$ cat src/sv/srfp_pkg.sv
// ----------------------------------------------------------------------------
// srfp_pkg: shared types and constants for the scale reading frame parser
// Character codes, byte classes, request and result records.
// ----------------------------------------------------------------------------
package srfp_pkg;

  localparam logic [7:0] ChS     = 8'h53;
  localparam logic [7:0] ChU     = 8'h55;
  localparam logic [7:0] ChI     = 8'h49;
  localparam logic [7:0] ChSpace = 8'h20;
  localparam logic [7:0] ChLf    = 8'h0A;
  localparam logic [7:0] ChPlus  = 8'h2B;
  localparam logic [7:0] ChMinus = 8'h2D;
  localparam logic [7:0] ChPoint = 8'h2E;
  localparam logic [7:0] ChZero  = 8'h30;
  localparam logic [7:0] ChNine  = 8'h39;
  localparam logic [7:0] ChQuery = 8'h3F;
  localparam logic [7:0] ChCaret = 8'h5E;
  localparam logic [7:0] ChLowV  = 8'h76;

  // Frame layout: header, stability char, then the mass field
  localparam int MassStart = 4;
  localparam int FrameExtra = 9;
  localparam int PosW = 5;
  localparam int AccW = 40;
  localparam int MantW = 41;
  localparam int FracW = 4;

  typedef enum logic [2:0] {
    STAB_STABLE    = 3'd0,
    STAB_UNSTABLE  = 3'd1,
    STAB_OVER_HIGH = 3'd2,
    STAB_OVER_LOW  = 3'd3,
    STAB_OTHER     = 3'd4
  } stab_e;

  typedef enum logic [2:0] {
    CLS_SPACE = 3'd0,
    CLS_PLUS  = 3'd1,
    CLS_MINUS = 3'd2,
    CLS_DIGIT = 3'd3,
    CLS_POINT = 3'd4,
    CLS_OTHER = 3'd5
  } byte_cls_e;

  typedef enum logic [1:0] {
    REQ_MASS_FIRST = 2'd0,
    REQ_MASS       = 2'd1,
    REQ_EMIT       = 2'd2
  } req_op_e;

  typedef struct packed {
    req_op_e    op;
    byte_cls_e  cls;
    logic [3:0] digit;
    stab_e      stab;
  } srfp_req_t;

  typedef struct packed {
    logic signed [MantW-1:0] mass_mantissa;
    logic [FracW-1:0]        fraction_digits;
    logic                    mass_valid;
    stab_e                   stability_class;
  } srfp_res_t;

  function automatic stab_e classify_stab(input logic [7:0] b);
    stab_e s;
    s = STAB_OTHER;
    if (b == ChSpace) s = STAB_STABLE;
    else if (b == ChQuery) s = STAB_UNSTABLE;
    else if (b == ChCaret) s = STAB_OVER_HIGH;
    else if (b == ChLowV) s = STAB_OVER_LOW;
    return s;
  endfunction

  function automatic byte_cls_e classify_byte(input logic [7:0] b);
    byte_cls_e c;
    c = CLS_OTHER;
    if (b == ChSpace) c = CLS_SPACE;
    else if (b == ChPlus) c = CLS_PLUS;
    else if (b == ChMinus) c = CLS_MINUS;
    else if (b == ChPoint) c = CLS_POINT;
    else if (b >= ChZero && b <= ChNine) c = CLS_DIGIT;
    return c;
  endfunction

endpackage

$ cat src/sv/srfp_fifo.sv
// ----------------------------------------------------------------------------
// srfp_fifo: small register-based queue
// Push/full on the write side, pop/empty on the read side, DEPTH >= 2.
// ----------------------------------------------------------------------------
module srfp_fifo #(
  parameter int WIDTH = 8,
  parameter int DEPTH = 2
) (
  input  logic             clk_i,
  input  logic             rst_ni,
  input  logic             push_i,
  input  logic [WIDTH-1:0] data_i,
  output logic             full_o,
  input  logic             pop_i,
  output logic [WIDTH-1:0] data_o,
  output logic             empty_o
);

  localparam int PtrW = (DEPTH > 1) ? $clog2(DEPTH) : 1;
  localparam int CntW = $clog2(DEPTH + 1);
  localparam logic [PtrW-1:0] LastPtr = PtrW'(DEPTH - 1);
  localparam logic [CntW-1:0] FullCnt = CntW'(DEPTH);

  logic [WIDTH-1:0] mem_q [DEPTH];
  logic [PtrW-1:0]  wr_ptr_q, wr_ptr_d, rd_ptr_q, rd_ptr_d;
  logic [CntW-1:0]  cnt_q, cnt_d;
  logic             wr_en, rd_en;

  assign full_o  = (cnt_q == FullCnt);
  assign empty_o = (cnt_q == '0);
  assign wr_en   = push_i & ~full_o;
  assign rd_en   = pop_i & ~empty_o;
  assign data_o  = mem_q[rd_ptr_q];

  always_comb begin
    wr_ptr_d = wr_ptr_q;
    rd_ptr_d = rd_ptr_q;
    cnt_d    = cnt_q;
    if (wr_en) begin
      wr_ptr_d = (wr_ptr_q == LastPtr) ? '0 : wr_ptr_q + PtrW'(1);
    end
    if (rd_en) begin
      rd_ptr_d = (rd_ptr_q == LastPtr) ? '0 : rd_ptr_q + PtrW'(1);
    end
    case ({wr_en, rd_en})
      2'b10:   cnt_d = cnt_q + CntW'(1);
      2'b01:   cnt_d = cnt_q - CntW'(1);
      default: cnt_d = cnt_q;
    endcase
  end

  always_ff @(posedge clk_i or negedge rst_ni) begin
    if (!rst_ni) begin
      wr_ptr_q <= '0;
      rd_ptr_q <= '0;
      cnt_q    <= '0;
    end else begin
      wr_ptr_q <= wr_ptr_d;
      rd_ptr_q <= rd_ptr_d;
      cnt_q    <= cnt_d;
    end
  end

  always_ff @(posedge clk_i) begin
    if (wr_en) begin
      mem_q[wr_ptr_q] <= data_i;
    end
  end

  a_cnt_bound: assert property (@(posedge clk_i) disable iff (!rst_ni)
    cnt_q <= FullCnt)
    else $error("queue count above depth");

  a_cnt_step: assert property (@(posedge clk_i) disable iff (!rst_ni)
    (wr_en && !rd_en) |=> cnt_q == $past(cnt_q) + CntW'(1))
    else $error("queue count missed a push");

endmodule

$ cat src/sv/srfp_front.sv
// ----------------------------------------------------------------------------
// srfp_front: byte intake and frame tracking
// Tracks byte position, header and stability char; classifies mass bytes
// and issues parse and emit requests to the back end.
// ----------------------------------------------------------------------------
module srfp_front
  import srfp_pkg::*;
#(
  parameter int MASS_CHARS = 12
) (
  input  logic      clk_i,
  input  logic      rst_ni,
  input  logic      push_i,
  input  logic [7:0] rx_byte_i,
  output logic      full_o,
  output logic      req_push_o,
  output srfp_req_t req_o,
  input  logic      req_full_i
);

  localparam logic [PosW-1:0] MassFirst = PosW'(MassStart);
  localparam logic [PosW-1:0] MassEnd   = PosW'(MassStart + MASS_CHARS);
  localparam logic [PosW-1:0] FrameLen  = PosW'(MASS_CHARS + FrameExtra);

  logic [PosW-1:0] pos_q, pos_d, pos_inc;
  logic            hdr_q, hdr_d;
  stab_e           stab_q, stab_d;
  logic            accept, in_mass;

  assign full_o  = req_full_i;
  assign accept  = push_i & ~req_full_i;
  assign pos_inc = pos_q + PosW'(1);
  assign in_mass = (pos_q >= MassFirst) && (pos_q < MassEnd);

  always_comb begin
    pos_d      = pos_q;
    hdr_d      = hdr_q;
    stab_d     = stab_q;
    req_push_o = 1'b0;
    req_o.op    = (pos_q == MassFirst) ? REQ_MASS_FIRST : REQ_MASS;
    req_o.cls   = classify_byte(rx_byte_i);
    req_o.digit = rx_byte_i[3:0];
    req_o.stab  = stab_q;
    if (accept) begin
      if (pos_q == PosW'(0)) begin
        hdr_d = (rx_byte_i == ChS);
      end else if (pos_q == PosW'(1)) begin
        hdr_d = hdr_q & (rx_byte_i == ChU);
      end else if (pos_q == PosW'(2)) begin
        hdr_d = hdr_q & (rx_byte_i == ChI);
      end else if (pos_q == PosW'(3)) begin
        stab_d = classify_stab(rx_byte_i);
      end else if (in_mass) begin
        req_push_o = 1'b1;
      end
      pos_d = pos_inc;
      // last byte of a frame never lies in the mass field
      if (pos_inc >= FrameLen) begin
        pos_d = '0;
        if (hdr_q) begin
          req_push_o = 1'b1;
          req_o.op   = REQ_EMIT;
        end
      end
      if (rx_byte_i == ChLf) begin
        pos_d = '0;
      end
    end
  end

  always_ff @(posedge clk_i or negedge rst_ni) begin
    if (!rst_ni) begin
      pos_q  <= '0;
      hdr_q  <= 1'b1;
      stab_q <= STAB_STABLE;
    end else begin
      pos_q  <= pos_d;
      hdr_q  <= hdr_d;
      stab_q <= stab_d;
    end
  end

  a_pos_range: assert property (@(posedge clk_i) disable iff (!rst_ni)
    pos_q < FrameLen)
    else $error("byte position beyond frame");

  a_lf_resync: assert property (@(posedge clk_i) disable iff (!rst_ni)
    (accept && rx_byte_i == ChLf) |=> pos_q == '0)
    else $error("line feed did not resync");

  a_emit_header: assert property (@(posedge clk_i) disable iff (!rst_ni)
    (req_push_o && req_o.op == REQ_EMIT) |-> hdr_q && pos_inc == FrameLen)
    else $error("emit request without complete SUI frame");

endmodule

$ cat src/sv/srfp_back.sv
// ----------------------------------------------------------------------------
// srfp_back: mass field parser and result builder
// Runs the number parser on each mass byte and builds the result on emit.
// ----------------------------------------------------------------------------
module srfp_back
  import srfp_pkg::*;
(
  input  logic      clk_i,
  input  logic      rst_ni,
  input  srfp_req_t req_i,
  input  logic      req_empty_i,
  output logic      req_pop_o,
  output logic      res_push_o,
  output srfp_res_t res_o,
  input  logic      res_full_i
);

  localparam logic [1:0] PhLead = 2'd0;
  localparam logic [1:0] PhInt  = 2'd1;
  localparam logic [1:0] PhFrac = 2'd2;
  localparam logic [1:0] PhDone = 2'd3;

  localparam logic [FracW-1:0] FracMax = '1;

  logic [1:0]       phase_q, phase_d, phase_b;
  logic             neg_q, neg_d, neg_b;
  logic [AccW-1:0]  acc_q, acc_d, acc_b;
  logic [FracW-1:0] frac_q, frac_d, frac_b;
  logic             seen_q, seen_d, seen_b;
  logic             is_emit, do_mass;
  logic [AccW+3:0]  acc_x10;
  logic [AccW-1:0]  acc_add;
  logic [MantW-1:0] mag;

  assign is_emit    = (req_i.op == REQ_EMIT);
  assign req_pop_o  = ~req_empty_i & ~(is_emit & res_full_i);
  assign res_push_o = ~req_empty_i & is_emit & ~res_full_i;
  assign do_mass    = req_pop_o & ~is_emit;

  // first mass byte starts from a clean parser
  always_comb begin
    if (req_i.op == REQ_MASS_FIRST) begin
      phase_b = PhLead;
      neg_b   = 1'b0;
      acc_b   = '0;
      frac_b  = '0;
      seen_b  = 1'b0;
    end else begin
      phase_b = phase_q;
      neg_b   = neg_q;
      acc_b   = acc_q;
      frac_b  = frac_q;
      seen_b  = seen_q;
    end
  end

  // saturating acc*10 + digit
  assign acc_x10 = {1'b0, acc_b, 3'b000} + {3'b000, acc_b, 1'b0} +
                   (AccW+4)'(req_i.digit);
  assign acc_add = (acc_x10[AccW+3:AccW] != '0) ? '1 : acc_x10[AccW-1:0];

  always_comb begin
    phase_d = phase_b;
    neg_d   = neg_b;
    acc_d   = acc_b;
    frac_d  = frac_b;
    seen_d  = seen_b;
    unique case (phase_b)
      PhLead: begin
        case (req_i.cls) inside
          CLS_SPACE: phase_d = PhLead;
          CLS_PLUS, CLS_MINUS: begin
            neg_d   = (req_i.cls == CLS_MINUS);
            phase_d = PhInt;
          end
          CLS_DIGIT: begin
            acc_d   = acc_add;
            seen_d  = 1'b1;
            phase_d = PhInt;
          end
          CLS_POINT: phase_d = PhFrac;
          default:   phase_d = PhDone;
        endcase
      end
      PhInt: begin
        if (req_i.cls == CLS_DIGIT) begin
          acc_d  = acc_add;
          seen_d = 1'b1;
        end else if (req_i.cls == CLS_POINT) begin
          phase_d = PhFrac;
        end else begin
          phase_d = PhDone;
        end
      end
      PhFrac: begin
        if (req_i.cls == CLS_DIGIT) begin
          acc_d  = acc_add;
          seen_d = 1'b1;
          if (frac_b != FracMax) frac_d = frac_b + FracW'(1);
        end else begin
          phase_d = PhDone;
        end
      end
      default: phase_d = PhDone;
    endcase
  end

  always_ff @(posedge clk_i or negedge rst_ni) begin
    if (!rst_ni) begin
      phase_q <= PhLead;
      neg_q   <= 1'b0;
      acc_q   <= '0;
      frac_q  <= '0;
      seen_q  <= 1'b0;
    end else if (do_mass) begin
      phase_q <= phase_d;
      neg_q   <= neg_d;
      acc_q   <= acc_d;
      frac_q  <= frac_d;
      seen_q  <= seen_d;
    end
  end

  assign mag = {1'b0, acc_q};

  always_comb begin
    res_o.stability_class = req_i.stab;
    res_o.mass_valid      = seen_q;
    res_o.fraction_digits = seen_q ? frac_q : '0;
    if (!seen_q) res_o.mass_mantissa = '0;
    else if (neg_q) res_o.mass_mantissa = -$signed(mag);
    else res_o.mass_mantissa = $signed(mag);
  end

  a_clear_when_unseen: assert property (@(posedge clk_i) disable iff (!rst_ni)
    !seen_q |-> (acc_q == '0 && frac_q == '0))
    else $error("accumulator dirty without digits");

  a_emit_holds_parser: assert property (@(posedge clk_i) disable iff (!rst_ni)
    res_push_o |=> (acc_q == $past(acc_q) && seen_q == $past(seen_q)))
    else $error("emit changed parser state");

  a_no_double_duty: assert property (@(posedge clk_i) disable iff (!rst_ni)
    !(res_push_o && do_mass))
    else $error("emit and parse in one cycle");

endmodule

$ cat src/sv/scale_reading_frame_parser_unit.sv
// ----------------------------------------------------------------------------
// scale_reading_frame_parser_unit: serial scale reading frame parser
// Assembles SUI reading frames from received bytes and reports mass and
// stability class for each complete frame with a valid header.
// ----------------------------------------------------------------------------
// Throughput: one byte per clock; full rises only when results back up.
// Path: a frame's last byte passes the front stage, then the back stage
//   through a 2-entry request queue, then the result queue, before empty falls.
// Result queue holds 2 results; request queue holds 2 requests.
// Reset (rst_ni low, async) empties both queues, sets position to 0,
//   header match to 1 and the parser to its leading-spaces phase.
module scale_reading_frame_parser_unit
  import srfp_pkg::*;
#(
  parameter int MASS_CHARS = 12
) (
  input  logic                    clk_i,
  input  logic                    rst_ni,
  input  logic                    push,
  output logic                    full,
  input  logic [7:0]              rx_byte_i,
  output logic                    empty,
  input  logic                    pop,
  output logic signed [MantW-1:0] mass_mantissa_o,
  output logic [FracW-1:0]        fraction_digits_o,
  output logic                    mass_valid_o,
  output logic [2:0]              stability_class_o
);

  srfp_req_t req_in, req_out;
  srfp_res_t res_in, res_out;
  logic      req_push, req_full, req_pop, req_empty;
  logic      res_push, res_full;

  srfp_front #(
    .MASS_CHARS(MASS_CHARS)
  ) u_front (
    .clk_i      (clk_i),
    .rst_ni     (rst_ni),
    .push_i     (push),
    .rx_byte_i  (rx_byte_i),
    .full_o     (full),
    .req_push_o (req_push),
    .req_o      (req_in),
    .req_full_i (req_full)
  );

  srfp_fifo #(
    .WIDTH($bits(srfp_req_t)),
    .DEPTH(2)
  ) u_req_q (
    .clk_i   (clk_i),
    .rst_ni  (rst_ni),
    .push_i  (req_push),
    .data_i  (req_in),
    .full_o  (req_full),
    .pop_i   (req_pop),
    .data_o  (req_out),
    .empty_o (req_empty)
  );

  srfp_back u_back (
    .clk_i       (clk_i),
    .rst_ni      (rst_ni),
    .req_i       (req_out),
    .req_empty_i (req_empty),
    .req_pop_o   (req_pop),
    .res_push_o  (res_push),
    .res_o       (res_in),
    .res_full_i  (res_full)
  );

  srfp_fifo #(
    .WIDTH($bits(srfp_res_t)),
    .DEPTH(2)
  ) u_res_q (
    .clk_i   (clk_i),
    .rst_ni  (rst_ni),
    .push_i  (res_push),
    .data_i  (res_in),
    .full_o  (res_full),
    .pop_i   (pop),
    .data_o  (res_out),
    .empty_o (empty)
  );

  assign mass_mantissa_o   = res_out.mass_mantissa;
  assign fraction_digits_o = res_out.fraction_digits;
  assign mass_valid_o      = res_out.mass_valid;
  assign stability_class_o = res_out.stability_class;

endmodule
$ cat config.mk
export PLATFORM = sky130hd
export DESIGN_NAME = scale_reading_frame_parser_unit
export DESIGN_NICKNAME = d
export VERILOG_FILES = /design/src/sv/srfp_pkg.sv /design/src/sv/srfp_fifo.sv /design/src/sv/srfp_front.sv /design/src/sv/srfp_back.sv /design/src/sv/scale_reading_frame_parser_unit.sv
export SDC_FILE = /design/constraint.sdc
export NUM_CORES = 1
export LEC_CHECK = 0
export BUFFER_PORTS_ARGS = -buffer_cell sky130_fd_sc_hd__buf_2
export CAP_MARGIN = 20
export CORE_ASPECT_RATIO = 2
export CORE_UTILIZATION = 63
export DETAILED_ROUTE_END_ITERATION = 8
export GPL_ROUTABILITY_DRIVEN = 0
export PLACE_DENSITY = 0.82
export SETUP_SLACK_MARGIN = 0.1
export SLEW_MARGIN = 10
export SYNTH_ARGS = -nofsm -noshare
export SYNTH_HDL_FRONTEND = slang
export SYNTH_SLANG_ARGS = --single-unit
export TNS_END_PERCENT = 1
$ cat constraint.sdc
create_clock -name clk_i -period 7 [get_ports clk_i]
set_clock_uncertainty 0.1 [all_clocks]
set_input_delay 1.75 -clock clk_i [delete_from_list [all_inputs] [get_ports clk_i]]
set_output_delay 1.75 -clock clk_i [all_outputs]
set_load 0.01 [all_outputs]
Yosys cells after proc, flatten, opt, wreduce, memory -nomap -nowiden:

Memories as Yosys holds them, arrays and structs flattened.
Index checks and enable logic that the tools add are counted.

* flip-flop bits (word level): 65
* memory bits (writable): 122
* output and inout port bits: 51
* word-level logic and storage cells: 166
* memories kept: 2

Memories
* u_res_q.mem_q: depth 2, width 49, rd ports 1, clocked after memory_dff 0, write ports 1, RTL line srfp_fifo.sv:24 `logic [WIDTH-1:0] mem_q [DEPTH];`
* u_req_q.mem_q: depth 2, width 12, rd ports 1, clocked after memory_dff 0, write ports 1, RTL line srfp_fifo.sv:24

* add/subtract/negate cells: 13
* $lt $le $gt $ge: 5
* equality and inequality tests: 29
* muxes and demuxes: 66
* bitwise gates (word level): 21
* reductions and logical operators: 16

Operator list (count)
* $mux 40: 5
* $mux 41: 2
* $pmux 40 s2: 1
* $add 43x41->44: 1
* $add 44x4->44: 1
* $neg 40->41: 1
* $eq 8x6->1 const B: 5
* $eq 8x7->1 const B: 5
* $mux 1: 29
* $mux 3: 9
* $mux 4: 5
* $mux 2: 9
* $and 1x1->1: 12
* $eq 2x2->1 const B: 6
* $eq 5x2->1 const B: 2
* $mux 5: 2
* $not 1->1: 9
* $eq 8x4->1 const B: 1
* $ge 8x6->1 const B: 1
* $le 8x6->1 const B: 1
* $logic_not 2->1: 4
* $pmux 2 s2: 2
* $eq 2x1->1 const B: 3
* $eq 3x2->1 const B: 2
* other kinds (24): 32

Longest topological paths before layout:

* word-level depth: 13
* depth in mapped cells: 21
* depth with buffers taken out: 18

Cells and area by module:

Synthesis repeated with hierarchy kept, for this count alone.

* cells, all modules: 1345
* area, all modules: 13118.8 um2

By module, submodules not included
* srfp_back: times used 1, cells an instance 1001, area an instance 7149.4 um2, sequential area each 1201.2 um2
* srfp_fifo (u_res_q): times used 1, cells an instance 171, area an instance 3986.3 um2, sequential area each 3042.9 um2
* srfp_fifo (u_req_q): times used 1, cells an instance 55, area an instance 1063.5 um2, sequential area each 820.8 um2
* srfp_front: times used 1, cells an instance 118, area an instance 919.6 um2, sequential area each 226.5 um2

Least setup slack after synthesis:

OpenSTA, ideal clock, no wires.

* path kind: flip-flop to flip-flop
* start point: register u_req_q.rd_ptr_q
* end point: register u_back.acc_q[14]
* library setup time: 129 ps
* arrival time: 5060 ps
* path slack: 1711 ps
* stages on the path, launching flop included: 22
* period minus slack after synthesis: 5289 ps
* path through: dfrtp_1 -> clkbuf_1 -> nand2b_1 -> o32a_1 -> clkbuf_1 -> clkbuf_1 -> clkbuf_1 -> and2_1 -> ha_1 -> ha_1 -> clkbuf_1 -> nand4_1 -> or3_1 -> or4_1 -> o31ai_1 -> a211oi_1 -> nor2_1 -> a31oi_1 -> or4_1 -> clkbuf_1 -> o311ai_0 -> nand2_1

* longest elaborated chain between the ends: 11

Ends and longest elaborated chain
* start, declared: RTL line srfp_fifo.sv:25 `logic [PtrW-1:0] wr_ptr_q, wr_ptr_d, rd_ptr_q, rd_ptr_d;`
* start signal, assigned: RTL line srfp_fifo.sv:59 `rd_ptr_q <= rd_ptr_d;`
* $mem_v2 2x12 (*)
* $logic_not 2->1: RTL line srfp_back.sv:42 `if (req_i.op == REQ_MASS_FIRST) begin`
* $mux 40: RTL line srfp_back.sv:42
* $add 43x41->44: RTL line srfp_back.sv:58 `assign acc_x10 = {1'b0, acc_b, 3'b000} + {3'b000, acc_b, 1'b0} +`
* $add 44x4->44: RTL line srfp_back.sv:58
* $reduce_bool 4->1: RTL line srfp_back.sv:60 `assign acc_add = (acc_x10[AccW+3:AccW] != '0) ? '1 : acc_x10[AccW-1:0];`
* $mux 40: RTL line srfp_back.sv:60
* $mux 40: RTL line srfp_back.sv:70, srfp_back.sv:86, srfp_back.sv:96
* $mux 40 (2 in a row): RTL line srfp_back.sv:70 `case (req_i.cls) inside`
* $pmux 40 s2: RTL line srfp_back.sv:68 `unique case (phase_b)`
* end signal, assigned: RTL line srfp_back.sv:112 `acc_q <= '0;`
* end signal, assigned: RTL line srfp_back.sv:118 `acc_q <= acc_d;`
* end, declared: RTL line srfp_back.sv:27 `logic [AccW-1:0] acc_q, acc_d, acc_b;`

Every way passes the cells marked *; elsewhere a longest branch is shown, timed or not.
A chain may end at the register's enable or synchronous reset.

Worst setup path in the final report:

* start point: register u_req_q.rd_ptr_q
* end point: register u_back.acc_q[4]

Same word-level chain as after synthesis.

==> impl_metrics.ini <==
[sta]
setup_tns_ns = 0
hold_viol_final = 0
relSlewSlack_pct = 31.57
worst_slack_ns = 1.154
setup_viol = 0
worstMarginPinSlew_ns = 1.023
grt_setup_unrepaired = no
slew_viol_final = 0
max_clock_freq_ghz = 0.1710
min_period_ns = 5.846
period_share_pct = 83.52

[clock_network]
cts_made_buffers = 17
htree_levels = 4
cts_num_sinks = 187
path_clk_slew_ns = 0.07
cts_tree = done
cts_setup_buffers = 0
cts_resized = 0
clock_latency_ns = 0.45
root_buffer = clkbuf_16
cts_hold_buf = 0
clk_path_buf_depth = 2

[yosys]
synth-edff-count = 122
synth_common_cells = 122 x edfxtp_1, 104 x nor2_1, 100 x nand2_1
synth.area.top_cells = edfxtp_1 30%, dfrtp_1 13%, ha_1 7.5%
synth.avg_cell_area_sq_um = 9.849
synth_top_cell_by_area = edfxtp_1
synth_top_area_share_pct = 29.80
yosys.cell_types.count = 68
syn_area_sq_um = 12290
synth.net_count = 1335
yosysMostFrequentCell = edfxtp_1
synthCells = 1248
yosys_warnings = 0
yosysSeqAreaShare_pct = 43.05
ys.flop_type = edfxtp_1
synth_seq_cells = 187
synth-async-reset-ratio_pct = 34.76

[finish]
multi_input_area_sq_um = 6626
drive_gt1_share_pct = 15.02
seqCellArea_sq_um = 5293
nets = 1352
post-route-util_pct = 70.69
filler_cell_count = 1377
antenna_cells = 0
area_growth_pct = 8.815

[setup_path]
cp_max_fo = 18
arrival_ns = 6.06
worstSetupPathType = flop to flop
worstSetupStartpointType = flop
crit_required_ns = 7.21
endpoint_kind = flop

[drt]
wl_per_cell_um = 20.62
antenna_left = 0
drt-pass1-iter-count = 7
via_per_inst = 6.519
drt_iter0_markers = 817
vias = 9994
drc = 0
wl_mm = 31.61

[global_route]
gr-total-overflow = 0
grt_pass1_vias = 10036
antenna_found_initial = 0
grt_first_pass_wirelength_mm = 49.49
grt_max_degree = 66
grt_util_all_layers_pct = 32.40

[die]
die_w_um = 100.8
num_rows = 71
start_util_pct = 64.96
die_area_sq_um = 20110
die_height_um = 199.5
core_area_sq_um = 18920
boundaryPins = 63

[power_and_ir_drop]
powerDensity_nw_per_um2 = 411.3
peakVddDrop_v = 0.0002489
p_leak_nw = 5.483

[outcome]
outcome = finished, final reports clean

[hold_path]
hp-class = flop to flop

[placement]
dpl_worst_slack_ns = 1.232
io_buffers = 62
dp_hpwl_mm = 22.31

[flow_run]
max_cap_violations = 0
[path summary, 6_finish.rpt]
kind | start | end | slack (ns) | depth (start not counted)
worst max register to register | u_req_q.rd_ptr_q | u_back.acc_q[4] | 1.15 | 17
worst max-delay path | u_req_q.rd_ptr_q | u_back.acc_q[4] | 1.15 | 17
worst min register to register | u_front.stab_q[2] | u_req_q.mem_q[1][2] | 0.38 | 0
max in group asynchronous | rst_ni | u_res_q.rd_ptr_q | 4.73 | 2
worst min-delay path | u_front.stab_q[2] | u_req_q.mem_q[1][2] | 0.38 | 0
min in group asynchronous | rst_ni | u_back.acc_q[19] | 1.39 | 2
[cell usage in the layout (no fill, tap or decap), types with 19 or more instances in the layout]
cell type and n:
nor2_1 102, and3_1 25, xnor2_1 86, a21o_1 20, mux2_2 56, o31ai_1 25, buf_2 62, ha_1 74
and2_1 64, o21ai_0 68, nand2_1 100, inv_1 27, nand3_1 19, a21oi_1 85, dfrtp_1 63, edfxtp_1 122
xor2_1 20
[per-stage QoR]
| step | std cells | hold slack [ns] | power, mW | cell area (sq um) |
|---|---|---|---|---|
| floorplan | 1248 | 0.3366 | 3.705 | 12290 |
| global placement | 1499 | 0.3501 | 4.347 | 12750 |
| detailed placement | 1499 | 0.3619 | 4.434 | 12750 |
| CTS | 1531 | 0.3761 | 5.428 | 13340 |
| global route | 1533 | 0.3986 | 5.811 | 13380 |
| finish | 1533 | 0.3766 | 5.501 | 13380 |
[power by group]
part           internal, mW  switching, mW
sequential             1.46          0.296
clock                 0.536          0.437
combinational          1.12           1.65
total                  3.12           2.38
[layout make-up]
class	count	area share [%]
clock inverters	13	1.197
clock buffers	19	3.237
multi-input cells	955	49.54
flip-flops and latches	187	39.57
well taps	255	2.385
inverters	27	0.7577
repair buffers	77	3.312
[metal layers]
| metal | wire length [um] | share of wire (%) | vias to the layer above | GRT usage [%] |
|---|---|---|---|---|
| met5 | 0 | 0 | - | 0 |
| met4 | 1885 | 6.0 | 0 | 21.04 |
| met3 | 1809 | 5.7 | 152 | 4.722 |
| met2 | 16700 | 53 | 468 | 58.85 |
| met1 | 11210 | 35 | 4789 | 34.30 |
| li1 | - | - | 4585 | - |
[critical path: stages, from the launching register on]
cell	delay, ns
dfrtp_1	0.83
nand2b_1	0.22
o32ai_4	0.30
nor2_1	0.18
ha_1	0.34
ha_1	0.24
fa_1	0.41
a21o_1	0.22
a221oi_1	0.58
o31ai_1	0.22
nor4b_1	0.19
a311oi_1	0.21
buf_4	0.18
o211a_1	0.18
xnor2_1	0.10
or4_1	0.66
a2111oi_0	0.43
o21ai_0	0.13
[cell families (layout without fill, tap and decap cells)]
logic type / after synthesis / count (layout) / share of synthesized area, %
compound gates: 298 / 298 / 15.72
xor+xnor: 106 / 106 / 7.553
fa+ha+maj: 75 / 75 / 7.695
buf+inv: 106 / 136 / 3.318
flops: 187 / 187 / 43.05
mux: 61 / 61 / 5.537
simple gates: 415 / 415 / 17.13
[registers in the layout (all words and copies together), names as in the netlist]
name              cells
u_res_q.wr_ptr_q      1
u_req_q.cnt_q         2
u_front.pos_q         5
u_res_q.cnt_q         2
u_front.hdr_q         1
u_back.frac_q         4
u_back.phase_q        2
u_back.acc_q         40
u_back.seen_q         1
u_req_q.mem_q        24
u_res_q.mem_q        98
u_req_q.rd_ptr_q      1
u_res_q.rd_ptr_q      1
u_front.stab_q        3
u_back.neg_q          1
u_req_q.wr_ptr_q      1
Note: power is estimated with default switching activity, not from simulation.
